## src/rtl/core/assert_macros.svh

```systemverilog
// Shared assertion macros for the block.
// Both forms sample on the rising edge of clk and are off while rst_n is low.
`ifndef ASSERT_MACROS_SVH
`define ASSERT_MACROS_SVH

// Consequent must hold in the same cycle as the antecedent.
`define CMA_ASSERT_NOW(name, ante, cons, msg) \
    name: assert property (@(posedge clk) disable iff (!rst_n) (ante) |-> (cons)) \
        else $error(msg);

// Consequent must hold in the cycle after the antecedent.
`define CMA_ASSERT_NEXT(name, ante, cons, msg) \
    name: assert property (@(posedge clk) disable iff (!rst_n) (ante) |=> (cons)) \
        else $error(msg);

`endif

```

## src/rtl/core/cma_pkg.sv

```systemverilog
`timescale 1ns / 1ps

package cma_pkg;

    // Field and register widths.
    localparam int SAMPLE_W       = 16;
    localparam int AVG_W          = 24;
    localparam int WC_W           = 7;
    localparam int SEEN_W         = 7;
    localparam int FRAC_W         = 8;
    localparam int RECIP_W        = 32;
    localparam int RECIP_SHIFT    = 32;
    localparam int APB_ADDR_W     = 2;
    localparam int APB_DATA_W     = 32;
    localparam int MAX_WINDOW_DEF = 64;

    localparam logic [WC_W-1:0]       WC_RESET          = 7'd10;
    localparam logic [SEEN_W-1:0]     SEEN_LIMIT        = 7'd127;
    localparam logic [APB_ADDR_W-1:0] ADDR_WINDOW_COUNT = 2'd0;

    // Sequencer states.
    typedef enum logic [2:0] {
        ST_IDLE,
        ST_UPDATE,
        ST_DIV,
        ST_DIV_WAIT,
        ST_PRESENT,
        ST_FLUSH_READ,
        ST_FLUSH_SUM
    } cma_state_t;

    // Commands from the controller to the datapath.
    typedef struct packed {
        logic accept;
        logic update;
        logic div_start;
        logic load_out;
        logic out_last;
        logic flush_read;
        logic flush_step;
        logic flush_next;
        logic finish;
    } cma_cmd_t;

    // Status from the datapath to the controller.
    typedef struct packed {
        logic emit_now;
        logic last_item;
        logic emit_k;
        logic k_last;
        logic div_done;
        logic out_free;
    } cma_stat_t;

endpackage

```

## src/rtl/core/cma_div.sv

```systemverilog
`timescale 1ns / 1ps

module cma_div #(
    parameter int MAX_WINDOW = cma_pkg::MAX_WINDOW_DEF,
    localparam int SUM_W = $clog2(MAX_WINDOW) + 17,
    localparam int CNT_W = $clog2(MAX_WINDOW + 1)
) (
    input  logic                        clk,
    input  logic                        rst_n,
    input  logic                        start,
    input  logic signed [SUM_W-1:0]     sum,
    input  logic [CNT_W-1:0]            n,
    output logic                        done,
    output logic [cma_pkg::AVG_W-1:0]   quotient
);
    import cma_pkg::*;

    localparam int A_W    = SUM_W + FRAC_W;
    localparam int PROD_W = SUM_W + RECIP_W;
    localparam int QN_W   = A_W + CNT_W;
    localparam int SHIFT  = RECIP_SHIFT - FRAC_W;

    logic [RECIP_W-1:0] recip_tab [0:MAX_WINDOW];

    logic v1_reg, v2_reg, v3_reg, v4_reg;

    logic               neg1_reg, neg2_reg, neg3_reg;
    logic [SUM_W-1:0]   mag1_reg, mag2_reg;
    logic [RECIP_W-1:0] recip1_reg;
    logic [CNT_W-1:0]   n1_reg, n2_reg, n3_reg;
    logic [PROD_W-1:0]  prod2_reg;
    logic [A_W-1:0]     q0_3_reg;
    logic [QN_W-1:0]    qn3_reg;
    logic [A_W-1:0]     a3_reg;
    logic [AVG_W-1:0]   q_reg;

    logic [QN_W-1:0]    rem;
    logic [A_W-1:0]     q_fix;
    logic [A_W-1:0]     q_neg;
    logic [AVG_W-1:0]   q_next;

    // Reciprocal table: floor(2^32 / n), worked out at elaboration.
    for (genvar i = 0; i <= MAX_WINDOW; i++) begin : g_recip
        localparam logic [63:0] RI = (64'd1 << RECIP_SHIFT) / ((i < 2) ? 64'd2 : 64'(i));
        assign recip_tab[i] = RI[RECIP_W-1:0];
    end

    // Stage valid bits.
    always_ff @(posedge clk or negedge rst_n) begin
        if (!rst_n)
        begin
            v1_reg <= 1'b0;
            v2_reg <= 1'b0;
            v3_reg <= 1'b0;
            v4_reg <= 1'b0;
        end
        else
        begin
            v1_reg <= start;
            v2_reg <= v1_reg;
            v3_reg <= v2_reg;
            v4_reg <= v3_reg;
        end
    end

    // Final correction: the estimate is at most one below the true quotient.
    always_comb
    begin
        rem    = QN_W'(a3_reg) - qn3_reg;
        q_fix  = q0_3_reg + A_W'(rem >= QN_W'(n3_reg));
        q_neg  = -q_fix;
        q_next = neg3_reg ? q_neg[AVG_W-1:0] : q_fix[AVG_W-1:0];
    end

    // Datapath stages: magnitude, reciprocal product, back-multiply, correct.
    always_ff @(posedge clk)
    begin
        if (start)
        begin
            neg1_reg   <= sum[SUM_W-1];
            mag1_reg   <= sum[SUM_W-1] ? unsigned'(-sum) : unsigned'(sum);
            recip1_reg <= recip_tab[n];
            n1_reg     <= n;
        end
        if (v1_reg)
        begin
            prod2_reg <= PROD_W'(mag1_reg) * PROD_W'(recip1_reg);
            mag2_reg  <= mag1_reg;
            n2_reg    <= n1_reg;
            neg2_reg  <= neg1_reg;
        end
        if (v2_reg)
        begin
            q0_3_reg <= prod2_reg[PROD_W-1:SHIFT];
            qn3_reg  <= QN_W'(prod2_reg[PROD_W-1:SHIFT]) * QN_W'(n2_reg);
            a3_reg   <= {mag2_reg, FRAC_W'(0)};
            n3_reg   <= n2_reg;
            neg3_reg <= neg2_reg;
        end
        if (v3_reg)
        begin
            q_reg <= q_next;
        end
    end

    assign done     = v4_reg;
    assign quotient = q_reg;

endmodule

```

## src/rtl/core/cma_datapath.sv

```systemverilog
`timescale 1ns / 1ps

`include "assert_macros.svh"

module cma_datapath #(
    parameter int MAX_WINDOW = cma_pkg::MAX_WINDOW_DEF,
    localparam int SUM_W = $clog2(MAX_WINDOW) + 17,
    localparam int CNT_W = $clog2(MAX_WINDOW + 1),
    localparam int AW    = $clog2(MAX_WINDOW)
) (
    input  logic                              clk,
    input  logic                              rst_n,
    input  logic [cma_pkg::WC_W-1:0]          window_count,
    input  logic signed [cma_pkg::SAMPLE_W-1:0] sample,
    input  logic                              is_last,
    input  cma_pkg::cma_cmd_t                 cmd,
    output cma_pkg::cma_stat_t                stat,
    input  logic                              result_stall,
    output logic                              result_valid,
    output logic [cma_pkg::AVG_W-1:0]         average,
    output logic                              last_out
);
    import cma_pkg::*;

    localparam int PW = CNT_W + 1;
    localparam int KW = SEEN_W + 1;
    localparam int FP_W = SAMPLE_W + CNT_W + 1;

    // Sample ring.
    logic signed [SAMPLE_W-1:0] store_mem [0:MAX_WINDOW-1];
    logic signed [SAMPLE_W-1:0] rdata_reg;
    logic [AW-1:0]              raddr;

    // Sequence state.
    logic signed [SUM_W-1:0]    sum_reg;
    logic [AW-1:0]              wp_reg;
    logic [SEEN_W-1:0]          seen_reg;
    logic signed [SAMPLE_W-1:0] first_reg;
    logic                       started_reg;
    logic [CNT_W-1:0]           n_reg;
    logic signed [SAMPLE_W-1:0] x_reg;
    logic                       last_reg;
    logic                       first_flag_reg;
    logic [CNT_W-1:0]           k_reg;

    // Output register.
    logic                       result_valid_reg;
    logic [AVG_W-1:0]           average_reg;
    logic                       last_out_reg;

    logic [CNT_W-1:0]           n_clamp;
    logic signed [FP_W-1:0]     first_prod;
    logic [CNT_W-1:0]           h;
    logic [PW-1:0]              main_t, flush_t, addr_t;
    logic signed [SAMPLE_W-1:0] old_main, old_flush;
    logic [SEEN_W-1:0]          seen_m1;
    logic [KW-1:0]              seen_k;
    logic                       out_free;
    logic                       div_done;
    logic [AVG_W-1:0]           div_q;

    // Window length is clamped into the supported range.
    always_comb
    begin
        priority if (window_count < WC_W'(2))
            n_clamp = CNT_W'(2);
        else if (window_count > WC_W'(MAX_WINDOW))
            n_clamp = CNT_W'(MAX_WINDOW);
        else
            n_clamp = CNT_W'(window_count);
    end

    assign first_prod = $signed({1'b0, n_clamp}) * sample;
    assign h          = n_reg >> 1;

    // Ring addresses: the sample leaving the window, and the flush lookback.
    always_comb
    begin
        main_t  = PW'(wp_reg) + PW'(MAX_WINDOW) - PW'(n_reg);
        flush_t = PW'(wp_reg) + PW'(MAX_WINDOW) - PW'(1) - PW'(n_reg) + PW'(k_reg);
        addr_t  = cmd.flush_read ? flush_t : main_t;
        if (addr_t >= PW'(MAX_WINDOW))
            addr_t = addr_t - PW'(MAX_WINDOW);
        raddr = addr_t[AW-1:0];
    end

    // Before a full window, the leaving sample is a copy of the first one.
    assign seen_k    = KW'(seen_reg) + KW'(k_reg);
    assign old_main  = (seen_reg < SEEN_W'(n_reg)) ? first_reg : rdata_reg;
    assign old_flush = (seen_k <= KW'(n_reg)) ? first_reg : rdata_reg;
    assign seen_m1   = (seen_reg == SEEN_LIMIT) ? (SEEN_LIMIT - SEEN_W'(1)) : seen_reg;

    assign out_free = !result_valid_reg || !result_stall;

    // Status toward the controller.
    always_comb
    begin
        stat.emit_now  = seen_m1 >= SEEN_W'(h);
        stat.last_item = last_reg;
        stat.emit_k    = seen_k >= (KW'(h) + KW'(1));
        stat.k_last    = k_reg == h;
        stat.div_done  = div_done;
        stat.out_free  = out_free;
    end

    // Ring write and registered read.
    always_ff @(posedge clk)
    begin
        if (cmd.update)
            store_mem[wp_reg] <= x_reg;
        rdata_reg <= store_mem[raddr];
    end

    // Sequence state updates.
    always_ff @(posedge clk or negedge rst_n) begin
        if (!rst_n)
        begin
            sum_reg        <= '0;
            wp_reg         <= '0;
            seen_reg       <= '0;
            first_reg      <= '0;
            started_reg    <= 1'b0;
            n_reg          <= '0;
            x_reg          <= '0;
            last_reg       <= 1'b0;
            first_flag_reg <= 1'b0;
            k_reg          <= '0;
        end
        else
        begin
            if (cmd.accept)
            begin
                x_reg          <= sample;
                last_reg       <= is_last;
                k_reg          <= CNT_W'(1);
                first_flag_reg <= !started_reg;
                if (!started_reg)
                begin
                    n_reg       <= n_clamp;
                    first_reg   <= sample;
                    sum_reg     <= first_prod[SUM_W-1:0];
                    seen_reg    <= '0;
                    wp_reg      <= '0;
                    started_reg <= 1'b1;
                end
            end
            if (cmd.update)
            begin
                if (!first_flag_reg)
                    sum_reg <= sum_reg + SUM_W'(x_reg) - SUM_W'(old_main);
                wp_reg   <= (wp_reg == AW'(MAX_WINDOW - 1)) ? '0 : wp_reg + AW'(1);
                if (seen_reg != SEEN_LIMIT)
                    seen_reg <= seen_reg + SEEN_W'(1);
            end
            if (cmd.flush_step)
                sum_reg <= sum_reg + SUM_W'(x_reg) - SUM_W'(old_flush);
            if (cmd.flush_next)
                k_reg <= k_reg + CNT_W'(1);
            if (cmd.finish)
            begin
                sum_reg     <= '0;
                wp_reg      <= '0;
                seen_reg    <= '0;
                started_reg <= 1'b0;
            end
        end
    end

    // Output register valid.
    always_ff @(posedge clk or negedge rst_n) begin
        if (!rst_n)
        begin
            result_valid_reg <= 1'b0;
        end
        else
        begin
            if (cmd.load_out)
                result_valid_reg <= 1'b1;
            else if (!result_stall)
                result_valid_reg <= 1'b0;
        end
    end

    // Output payload.
    always_ff @(posedge clk)
    begin
        if (cmd.load_out)
        begin
            average_reg  <= div_q;
            last_out_reg <= cmd.out_last;
        end
    end

    cma_div #(
        .MAX_WINDOW (MAX_WINDOW)
    ) u_div (
        .clk      (clk),
        .rst_n    (rst_n),
        .start    (cmd.div_start),
        .sum      (sum_reg),
        .n        (n_reg),
        .done     (div_done),
        .quotient (div_q)
    );

    assign result_valid = result_valid_reg;
    assign average      = average_reg;
    assign last_out     = last_out_reg;

    `CMA_ASSERT_NOW(a_load_when_free, cmd.load_out, out_free, "result loaded over a pending transaction")
    `CMA_ASSERT_NOW(a_wp_in_ring, 1'b1, PW'(wp_reg) < PW'(MAX_WINDOW), "write position outside the ring")
    `CMA_ASSERT_NOW(a_k_in_range, cmd.flush_step, (k_reg >= CNT_W'(1)) && (k_reg <= h), "flush step beyond half a window")

endmodule

```

## src/rtl/core/cma_ctrl.sv

```systemverilog
`timescale 1ns / 1ps

`include "assert_macros.svh"

module cma_ctrl (
    input  logic               clk,
    input  logic               rst_n,
    input  logic               sample_valid,
    output logic               sample_stall,
    input  cma_pkg::cma_stat_t stat,
    output cma_pkg::cma_cmd_t  cmd
);
    import cma_pkg::*;

    cma_state_t state_reg, state_next;
    logic       flushing_reg, flushing_next;

    // State register.
    always_ff @(posedge clk or negedge rst_n) begin
        if (!rst_n)
        begin
            state_reg    <= ST_IDLE;
            flushing_reg <= 1'b0;
        end
        else
        begin
            state_reg    <= state_next;
            flushing_reg <= flushing_next;
        end
    end

    // Next state and commands.
    always_comb
    begin
        state_next    = state_reg;
        flushing_next = flushing_reg;
        cmd           = '0;
        unique case (state_reg)
            ST_IDLE:
            begin
                if (sample_valid)
                begin
                    cmd.accept    = 1'b1;
                    flushing_next = 1'b0;
                    state_next    = ST_UPDATE;
                end
            end
            ST_UPDATE:
            begin
                cmd.update = 1'b1;
                if (stat.emit_now)
                    state_next = ST_DIV;
                else if (stat.last_item)
                begin
                    flushing_next = 1'b1;
                    state_next    = ST_FLUSH_READ;
                end
                else
                    state_next = ST_IDLE;
            end
            ST_DIV:
            begin
                cmd.div_start = 1'b1;
                state_next    = ST_DIV_WAIT;
            end
            ST_DIV_WAIT:
            begin
                if (stat.div_done)
                    state_next = ST_PRESENT;
            end
            ST_PRESENT:
            begin
                if (stat.out_free)
                begin
                    cmd.load_out = 1'b1;
                    cmd.out_last = flushing_reg && stat.k_last;
                    if (flushing_reg)
                    begin
                        if (stat.k_last)
                        begin
                            cmd.finish = 1'b1;
                            state_next = ST_IDLE;
                        end
                        else
                        begin
                            cmd.flush_next = 1'b1;
                            state_next     = ST_FLUSH_READ;
                        end
                    end
                    else if (stat.last_item)
                    begin
                        flushing_next = 1'b1;
                        state_next    = ST_FLUSH_READ;
                    end
                    else
                        state_next = ST_IDLE;
                end
            end
            ST_FLUSH_READ:
            begin
                cmd.flush_read = 1'b1;
                state_next     = ST_FLUSH_SUM;
            end
            ST_FLUSH_SUM:
            begin
                cmd.flush_step = 1'b1;
                if (stat.emit_k)
                    state_next = ST_DIV;
                else if (stat.k_last)
                begin
                    cmd.finish = 1'b1;
                    state_next = ST_IDLE;
                end
                else
                begin
                    cmd.flush_next = 1'b1;
                    state_next     = ST_FLUSH_READ;
                end
            end
            default:
            begin
                state_next = ST_IDLE;
            end
        endcase
    end

    assign sample_stall = state_reg != ST_IDLE;

    `CMA_ASSERT_NOW(a_done_in_wait, stat.div_done, state_reg == ST_DIV_WAIT, "divider finished outside its wait state")
    `CMA_ASSERT_NOW(a_flush_only_last, flushing_reg, stat.last_item, "flush running for an item not marked last")
    `CMA_ASSERT_NEXT(a_final_to_idle, cmd.load_out && cmd.out_last, state_reg == ST_IDLE, "final result did not end the sequence")

endmodule

```

## src/rtl/core/centered_moving_average_top.sv

```systemverilog
`timescale 1ns / 1ps

// Channel    Handshake                      Payload
// sample     sample_valid / sample_stall    sample[15:0] signed, is_last
// result     result_valid / result_stall    average[23:0] signed Q.8, last_out
// config     psel, penable, pwrite, pready  paddr, pwdata, prdata (window_count)
//
// An item that yields no result only updates the ring and running sum; one that yields
// a result then passes through the four-stage reciprocal divider behind that update.
// Each flushed result after the last sample goes through ring read, sum update,
// divide and present in turn; a last item with h = window/2 has up to h flush steps.
// Reset clears the sequence state and the output valid; window_count resets to 10.
// A stalled result is held in the output register; a new sample is still taken
// when the block is idle, and a new result waits only for that register to drain.

module centered_moving_average_top #(
    parameter int MAX_WINDOW = cma_pkg::MAX_WINDOW_DEF
) (
    input  logic                                clk,
    input  logic                                rst_n,
    input  logic                                sample_valid,
    output logic                                sample_stall,
    input  logic signed [cma_pkg::SAMPLE_W-1:0] sample,
    input  logic                                is_last,
    output logic                                result_valid,
    input  logic                                result_stall,
    output logic [cma_pkg::AVG_W-1:0]           average,
    output logic                                last_out,
    input  logic                                psel,
    input  logic                                penable,
    input  logic                                pwrite,
    input  logic [cma_pkg::APB_ADDR_W-1:0]      paddr,
    input  logic [cma_pkg::APB_DATA_W-1:0]      pwdata,
    output logic [cma_pkg::APB_DATA_W-1:0]      prdata,
    output logic                                pready
);
    import cma_pkg::*;

    logic [WC_W-1:0] window_count_reg;
    logic            cfg_write;
    cma_cmd_t        cmd;
    cma_stat_t       stat;

    // Configuration register, written on the access phase of a write transaction.
    assign pready    = 1'b1;
    assign cfg_write = psel && penable && pwrite && pready;

    always_ff @(posedge clk or negedge rst_n) begin
        if (!rst_n)
        begin
            window_count_reg <= WC_RESET;
        end
        else if (cfg_write)
        begin
            window_count_reg <= pwdata[WC_W-1:0];
        end
    end

    // Read back.
    assign prdata = (paddr == ADDR_WINDOW_COUNT) ? APB_DATA_W'(window_count_reg) : '0;

    cma_ctrl u_ctrl (
        .clk          (clk),
        .rst_n        (rst_n),
        .sample_valid (sample_valid),
        .sample_stall (sample_stall),
        .stat         (stat),
        .cmd          (cmd)
    );

    cma_datapath #(
        .MAX_WINDOW (MAX_WINDOW)
    ) u_datapath (
        .clk          (clk),
        .rst_n        (rst_n),
        .window_count (window_count_reg),
        .sample       (sample),
        .is_last      (is_last),
        .cmd          (cmd),
        .stat         (stat),
        .result_stall (result_stall),
        .result_valid (result_valid),
        .average      (average),
        .last_out     (last_out)
    );

endmodule

```

## config.mk

```make
export PLATFORM = sky130hd
export DESIGN_NAME = centered_moving_average_top
export DESIGN_NICKNAME = d
export VERILOG_FILES = /design/src/rtl/core/cma_pkg.sv /design/src/rtl/core/cma_div.sv /design/src/rtl/core/cma_datapath.sv /design/src/rtl/core/cma_ctrl.sv /design/src/rtl/core/centered_moving_average_top.sv
export VERILOG_INCLUDE_DIRS = /design/src /design/src/rtl/core
export SDC_FILE = /design/constraint.sdc
export NUM_CORES = 2
export LEC_CHECK = 0
export BUFFER_PORTS_ARGS = -buffer_cell sky130_fd_sc_hd__buf_4
export CORE_MARGIN = 4
export CORE_UTILIZATION = 37
export CTS_BUF_LIST = sky130_fd_sc_hd__clkbuf_16
export DETAILED_ROUTE_END_ITERATION = 7
export GPL_ROUTABILITY_DRIVEN = 0
export PLACE_DENSITY_LB_ADDON = 0.15
export SLEW_MARGIN = 10
export SYNTH_ARGS = -nofsm -noshare
export SYNTH_HDL_FRONTEND = slang
export SYNTH_SLANG_ARGS = --single-unit
```

## constraint.sdc

```tcl
create_clock -name clk -period 15.9 [get_ports clk]
set_input_delay 1.59 -clock clk [delete_from_list [all_inputs] [get_ports clk]]
set_output_delay 1.59 -clock clk [all_outputs]
set_load 0.01 [all_outputs]
```

Word-level counts from Yosys, hierarchy flattened. Memory sizes are Yosys's and may differ from the RTL's. A register that Yosys moved wholly into a read port is not among the register bits. Cells that the tools add are included.

$add $sub $neg: 18. $mul: 3. Divide/modulo/power cells: 0. $lt $le $gt $ge: 8. Equal/unequal tests: 17. Shifts and indexed selects: 0. Mux-type cells: 64. Bitwise logic cells: 2. Reduce and logical (&&, ||, !) cells: 19.

Operators by type and width (count): $mux W23 (6); $mux W7 (11); $mul A23 B32 Y55 (1); $sub A23 B16 Y23 (2); $ge A38 B7 Y1 (1); $mul A31 B7 Y38 (1); $sub A31 B38 Y38 (1); $mux W6 (6); $mux W16 (2); $add A24 B1 Y24 (1); $mux W24 (1); $mux W3 (8); $neg A24 Y24 (1); $add A23 B16 Y23 (1); $mul A8 B16 Y23 (1); $neg A23 Y23 (1); $mux W22 (1); $pmux W3 S7 (1); $mux W1 (20); $sub A8 B7 Y8 (2); $add A7 B1 Y7 const B (2); $mux W2 (5); $ne A2 B2 Y1 const B (5); $eq A3 B3 Y1 const B (3); other kinds (37) (47).

Register bits: 360. Latch bits: 0. RAM bits: 1024. Memory bits (read-only): 4096. Input bits: 58. Output and inout bits: 60. Word-level logic and storage cells: 167. Memories: 2.

Memory list: (no name shown) (words 128, bits a word 32, rd ports 1, clocked after Yosys merged registers in 1, write ports 0, line cma_div.sv:82) `recip1_reg <= recip_tab[n];`; u_datapath.store_mem (words 64, bits a word 16, rd ports 1, clocked after Yosys merged registers in 1, write ports 1, line cma_datapath.sv:30) `logic signed [SAMPLE_W-1:0] store_mem [0:MAX_WINDOW-1];`.

Depth between registers and ports, before layout.
Depth after elaboration: 10. Depth in mapped cells: 31. Depth with buffers taken out: 30.

By module. Synthesis repeated with hierarchy kept, for this count alone.

Cell total of the unflattened synthesis: 7969. Area, all modules: 96686.5 um^2.

Modules (own cells, without submodules): cma_datapath (instances 1, cells each 3360, area each 53502.6 um^2, seq. area each 33972.6 um^2); cma_div (instances 1, cells each 4507, area each 42254.3 um^2, seq. area each 7367.1 um^2); centered_moving_average_top (instances 1, cells each 51, area each 524.3 um^2, seq. area each 177.7 um^2); cma_ctrl (instances 1, cells each 51, area each 405.4 um^2, seq. area each 100.1 um^2).

Worst setup path after synthesis. OpenSTA, ideal clock, no wires.

Path type: reg-to-reg. Start: register u_datapath.u_div.mag1_reg[8]. End: register u_datapath.u_div.prod2_reg[51], data pin. Setup time: 262 ps. Arrival: 6837 ps. Data required time: 15638 ps. Setup slack: 8802 ps. Cell stages (with the launch flop): 26. Path buffers: 1. Period minus slack after synthesis: 7098 ps. Cell sequence: edfxtp_1 clkbuf_1 nand2_1 fa_1 fa_1 inv_1 fa_1 inv_1 fa_1 inv_1 fa_1 fa_1 fa_1 ha_1 a21oi_1 o21ai_0 a211oi_1 a21oi_1 a211oi_1 a311oi_1 o21ai_1 o21ai_1 a31oi_1 nor2_1 a211oi_1 xnor2_1.

Word-level cells in the longest chain between the ends: 1.

Ends and longest elaborated chain: start: declaration (line cma_div.sv:28) `logic [SUM_W-1:0] mag1_reg, mag2_reg;`; start signal: assignment (line cma_div.sv:81) `mag1_reg <= sum[SUM_W-1] ? unsigned'(-sum) : unsigned'(sum);`; $mul A23 B32 Y55 (line cma_div.sv:87) `prod2_reg <= PROD_W'(mag1_reg) * PROD_W'(recip1_reg);`; end signal: assignment (line cma_div.sv:87); end: declaration (line cma_div.sv:31) `logic [PROD_W-1:0] prod2_reg;`.

Every way passes these cells. A chain may end at the register's enable or synchronous reset.

Final worst setup path.
Start: register u_datapath.u_div.recip1_reg[8]. End: register u_datapath.u_div.prod2_reg[51], data pin.

Word-level cells in the longest chain between the ends: 1.

Ends and longest elaborated chain: start: declaration (line cma_div.sv:29) `logic [RECIP_W-1:0] recip1_reg;`; $mul A23 B32 Y55 (line cma_div.sv:87).

Every way passes these cells.

==> results.sh <==
export IMPL_slowest_stage="edfxtp_1"
export IMPL_hp_class="flop to flop"
export IMPL_reg2reg_from="u_datapath.u_div.recip1_reg[8]$_SDFFCE_PP0P_"
export IMPL_grt_pass1_wl_um=392000
export IMPL_drtIter0Drc=3951
export IMPL_cts_setup_buffers=0
export IMPL_synth_compound_area_frac=0.0657
export IMPL_clk_path_buf_depth=3
export IMPL_die_w_um=516
export IMPL_critPathLaunchType="flop"
export IMPL_worstMarginPinSlew_ps=1100
export IMPL_wl_per_cell_um=22.6
export IMPL_criticalPathCategory="flop to flop"
export IMPL_clock_latency_ps=820
export IMPL_synth_edf_count=1291
export IMPL_ys_flop_type="edfxtp_1"
export IMPL_fmax_ghz=0.110
export IMPL_cts_root_buf="clkbuf_16"
export IMPL_nets=9193
export IMPL_drt_total_wl_um=256000
export IMPL_async_flop_share=0.0717
export IMPL_hpwlAfterDp_um=168000
export IMPL_drtPass1Iterations=6
export IMPL_start_util=0.371
export IMPL_cts_tree="yes"
export IMPL_reg2reg_depth=25
export IMPL_syn_inst=7782
export IMPL_synth_simple_area_share=0.106
export IMPL_critical_path_most_common_cell="fa_1"
export IMPL_placement_io_buffers=66
export IMPL_cts_num_sinks=1408
export IMPL_setup_viol=0
export IMPL_rsz0062_at_grt="no"
export IMPL_fin_setup_tns_ps=0
export IMPL_area_growth_pct=10.4
export IMPL_syn_avg_cell_area_um2=12.3
export IMPL_r2r_setup_slack_ps=6770
export IMPL_min_period_over_period=0.574
export IMPL_run_status="complete, no violations"
export IMPL_drc=0
export IMPL_cts_resized=0
export IMPL_worst_path_largest_cell_delay_ps=750
export IMPL_synth_area_mux_share=0.0742
export IMPL_grt_max_degree=123
export IMPL_hold_violations=0
export IMPL_clkTransAtPathRegs_ps=60
export IMPL_timing_slew_headroom=0.257
export IMPL_grt_use_total=0.194
export IMPL_end_kind="flop"
export IMPL_dieArea_um2=266000
export IMPL_arrival_ps=9640
export IMPL_vias=59500
export IMPL_ctsHoldBuffers=0
export IMPL_post_synth_fa_ha_maj_area_fraction=0.240
export IMPL_cap_viol_max_count=0
export IMPL_required_ps=16410
export IMPL_synth_seq_area_share=0.436
export IMPL_drive_gt1_frac=0.104
export IMPL_post_route_cell_area_um2=105000
export IMPL_antenna_left=0
export IMPL_largest_reg_flops=1024
export IMPL_startpoint="u_datapath.u_div.recip1_reg[8]$_SDFFCE_PP0P_"
export IMPL_die_h_um=516
export IMPL_place_area_um2=100000
export IMPL_core_area_um2=257000
export IMPL_io_pins=118
export IMPL_synth_seq_cells=1408
export IMPL_synth_xor_area_frac=0.0225
export IMPL_cts_max_level=4
export IMPL_drv_slew=0
export IMPL_finalClockSkew_ps=118
export IMPL_synth_warnings=0
export IMPL_syn_area_um2=95400
export IMPL_num_rows=186
export IMPL_synth_top_family_by_area="adder cells"
export IMPL_path_max_fanout=12
export IMPL_r2r_end="u_datapath.u_div.prod2_reg[51]$_DFFE_PP_"
export IMPL_antenna_found_initial=11
export IMPL_grt_pass1_vias=63000
export IMPL_min_period_ps=9130
export IMPL_cts_buffers=156
export IMPL_vias_per_cell=5.24
export IMPL_ys_types=94
export IMPL_overflow=0
export IMPL_endpoint="u_datapath.u_div.prod2_reg[51]$_DFFE_PP_"
logic make-up after synthesis:
logic type               Yosys count
AND/OR/NAND/NOR                 2109
AO/OA/AOI/OAI                    965
flip-flops                      1408
buffers and inverters           1364
other                              2
multiplexers                     379
XOR/XNOR                         245
adder cells (fa/ha/maj)         1310
Yosys cell counts (106+ instances only):
| cell | instances | share of area |
|---|---|---|
| ha_1 | 445 | 0.058 |
| a21oi_1 | 299 | 0.016 |
| xnor2_1 | 182 | 0.017 |
| fa_1 | 865 | 0.18 |
| o21ai_0 | 136 | 0.0071 |
| nor2b_1 | 106 | 0.0070 |
| and2_1 | 502 | 0.033 |
| mux2i_1 | 108 | 0.011 |
| nor2_1 | 291 | 0.011 |
| a211oi_1 | 170 | 0.013 |
| nand2_1 | 900 | 0.035 |
| edfxtp_1 | 1291 | 0.41 |
| inv_1 | 959 | 0.038 |
| mux4_2 | 261 | 0.062 |
| clkbuf_1 | 316 | 0.012 |
worst min path at each step:
stage	startpoint	to	slack, ps	cells after the start
after floorplan	u_datapath.u_div.quotient[0]$_DFFE_PP_	u_datapath.average[0]$_DFFE_PP_	400	0
after global placement	u_datapath.u_div.v3_reg$_DFF_PN0_	u_datapath.u_div.done$_DFF_PN0_	400	0
after detailed placement	u_datapath.u_div.v3_reg$_DFF_PN0_	u_datapath.u_div.done$_DFF_PN0_	380	0
after CTS	u_datapath.u_div.v3_reg$_DFF_PN0_	u_datapath.u_div.done$_DFF_PN0_	400	0
after global routing	u_datapath.u_div.v3_reg$_DFF_PN0_	u_datapath.u_div.done$_DFF_PN0_	420	0
final	u_datapath.u_div.v3_reg$_DFF_PN0_	u_datapath.u_div.done$_DFF_PN0_	400	0
final cells by class:
type / count / area [um^2]
fillers: 24300 / 151000
multi-input cells: 5034 / 48700
flip-flops and latches: 1408 / 41600
well taps: 3384 / 4230
clock buffers: 156 / 3900
inverters: 964 / 3620
repair buffers: 261 / 2010
clock inverters: 133 / 1150
diodes: 2 / 5.00
layer usage:
metal | global-route usage | vias to the layer above | share of wire | wire (um)
met3 | 0.0263 | 350 | 0.047 | 12100
met1 | 0.255 | 30900 | 0.43 | 109000
met2 | 0.337 | 1458 | 0.50 | 129000
li1 | - | 26700 | - | -
met5 | 0 | - | 0 | 0
met4 | 0.0489 | 0 | 0.024 | 6200
critical path: cells and delay by family, from the launching register on:
family	cells	cell delay (ps)
compound gates	10	3410
fa+ha+maj	8	3850
xor+xnor	1	110
buf+inv	4	510
flops	1	750
simple gates	2	200
cells in the final DEF, fill, tap and decap left out, types with 79 or more instances in the layout:
cell,count
a211oi_1,170
a21o_1,79
a21oi_1,295
and2_1,502
buf_4,257
clkbuf_16,156
edfxtp_1,1291
fa_1,865
ha_1,445
inv_1,988
mux2i_1,106
mux4_2,261
nand2_1,900
nand3_1,91
nor2_1,285
nor2b_1,106
o21ai_0,136
xnor2_1,181
stage by stage:
step	setup WS [ps]	utilization	hold WS [ps]	instances
3_3_place_gp	6700	0.390	396	11100
3_5_place_dp	6710	0.390	381	11100
6_report	6770	0.410	400	11300
4_1_cts	6690	0.410	402	11300
5_1_grt	6260	0.410	416	11300
2_1_floorplan	8800	-	400	7806
Power is left out: the tool's default activity adds up to more than one toggle a clock period on the data nets, which glitch-free logic cannot reach.
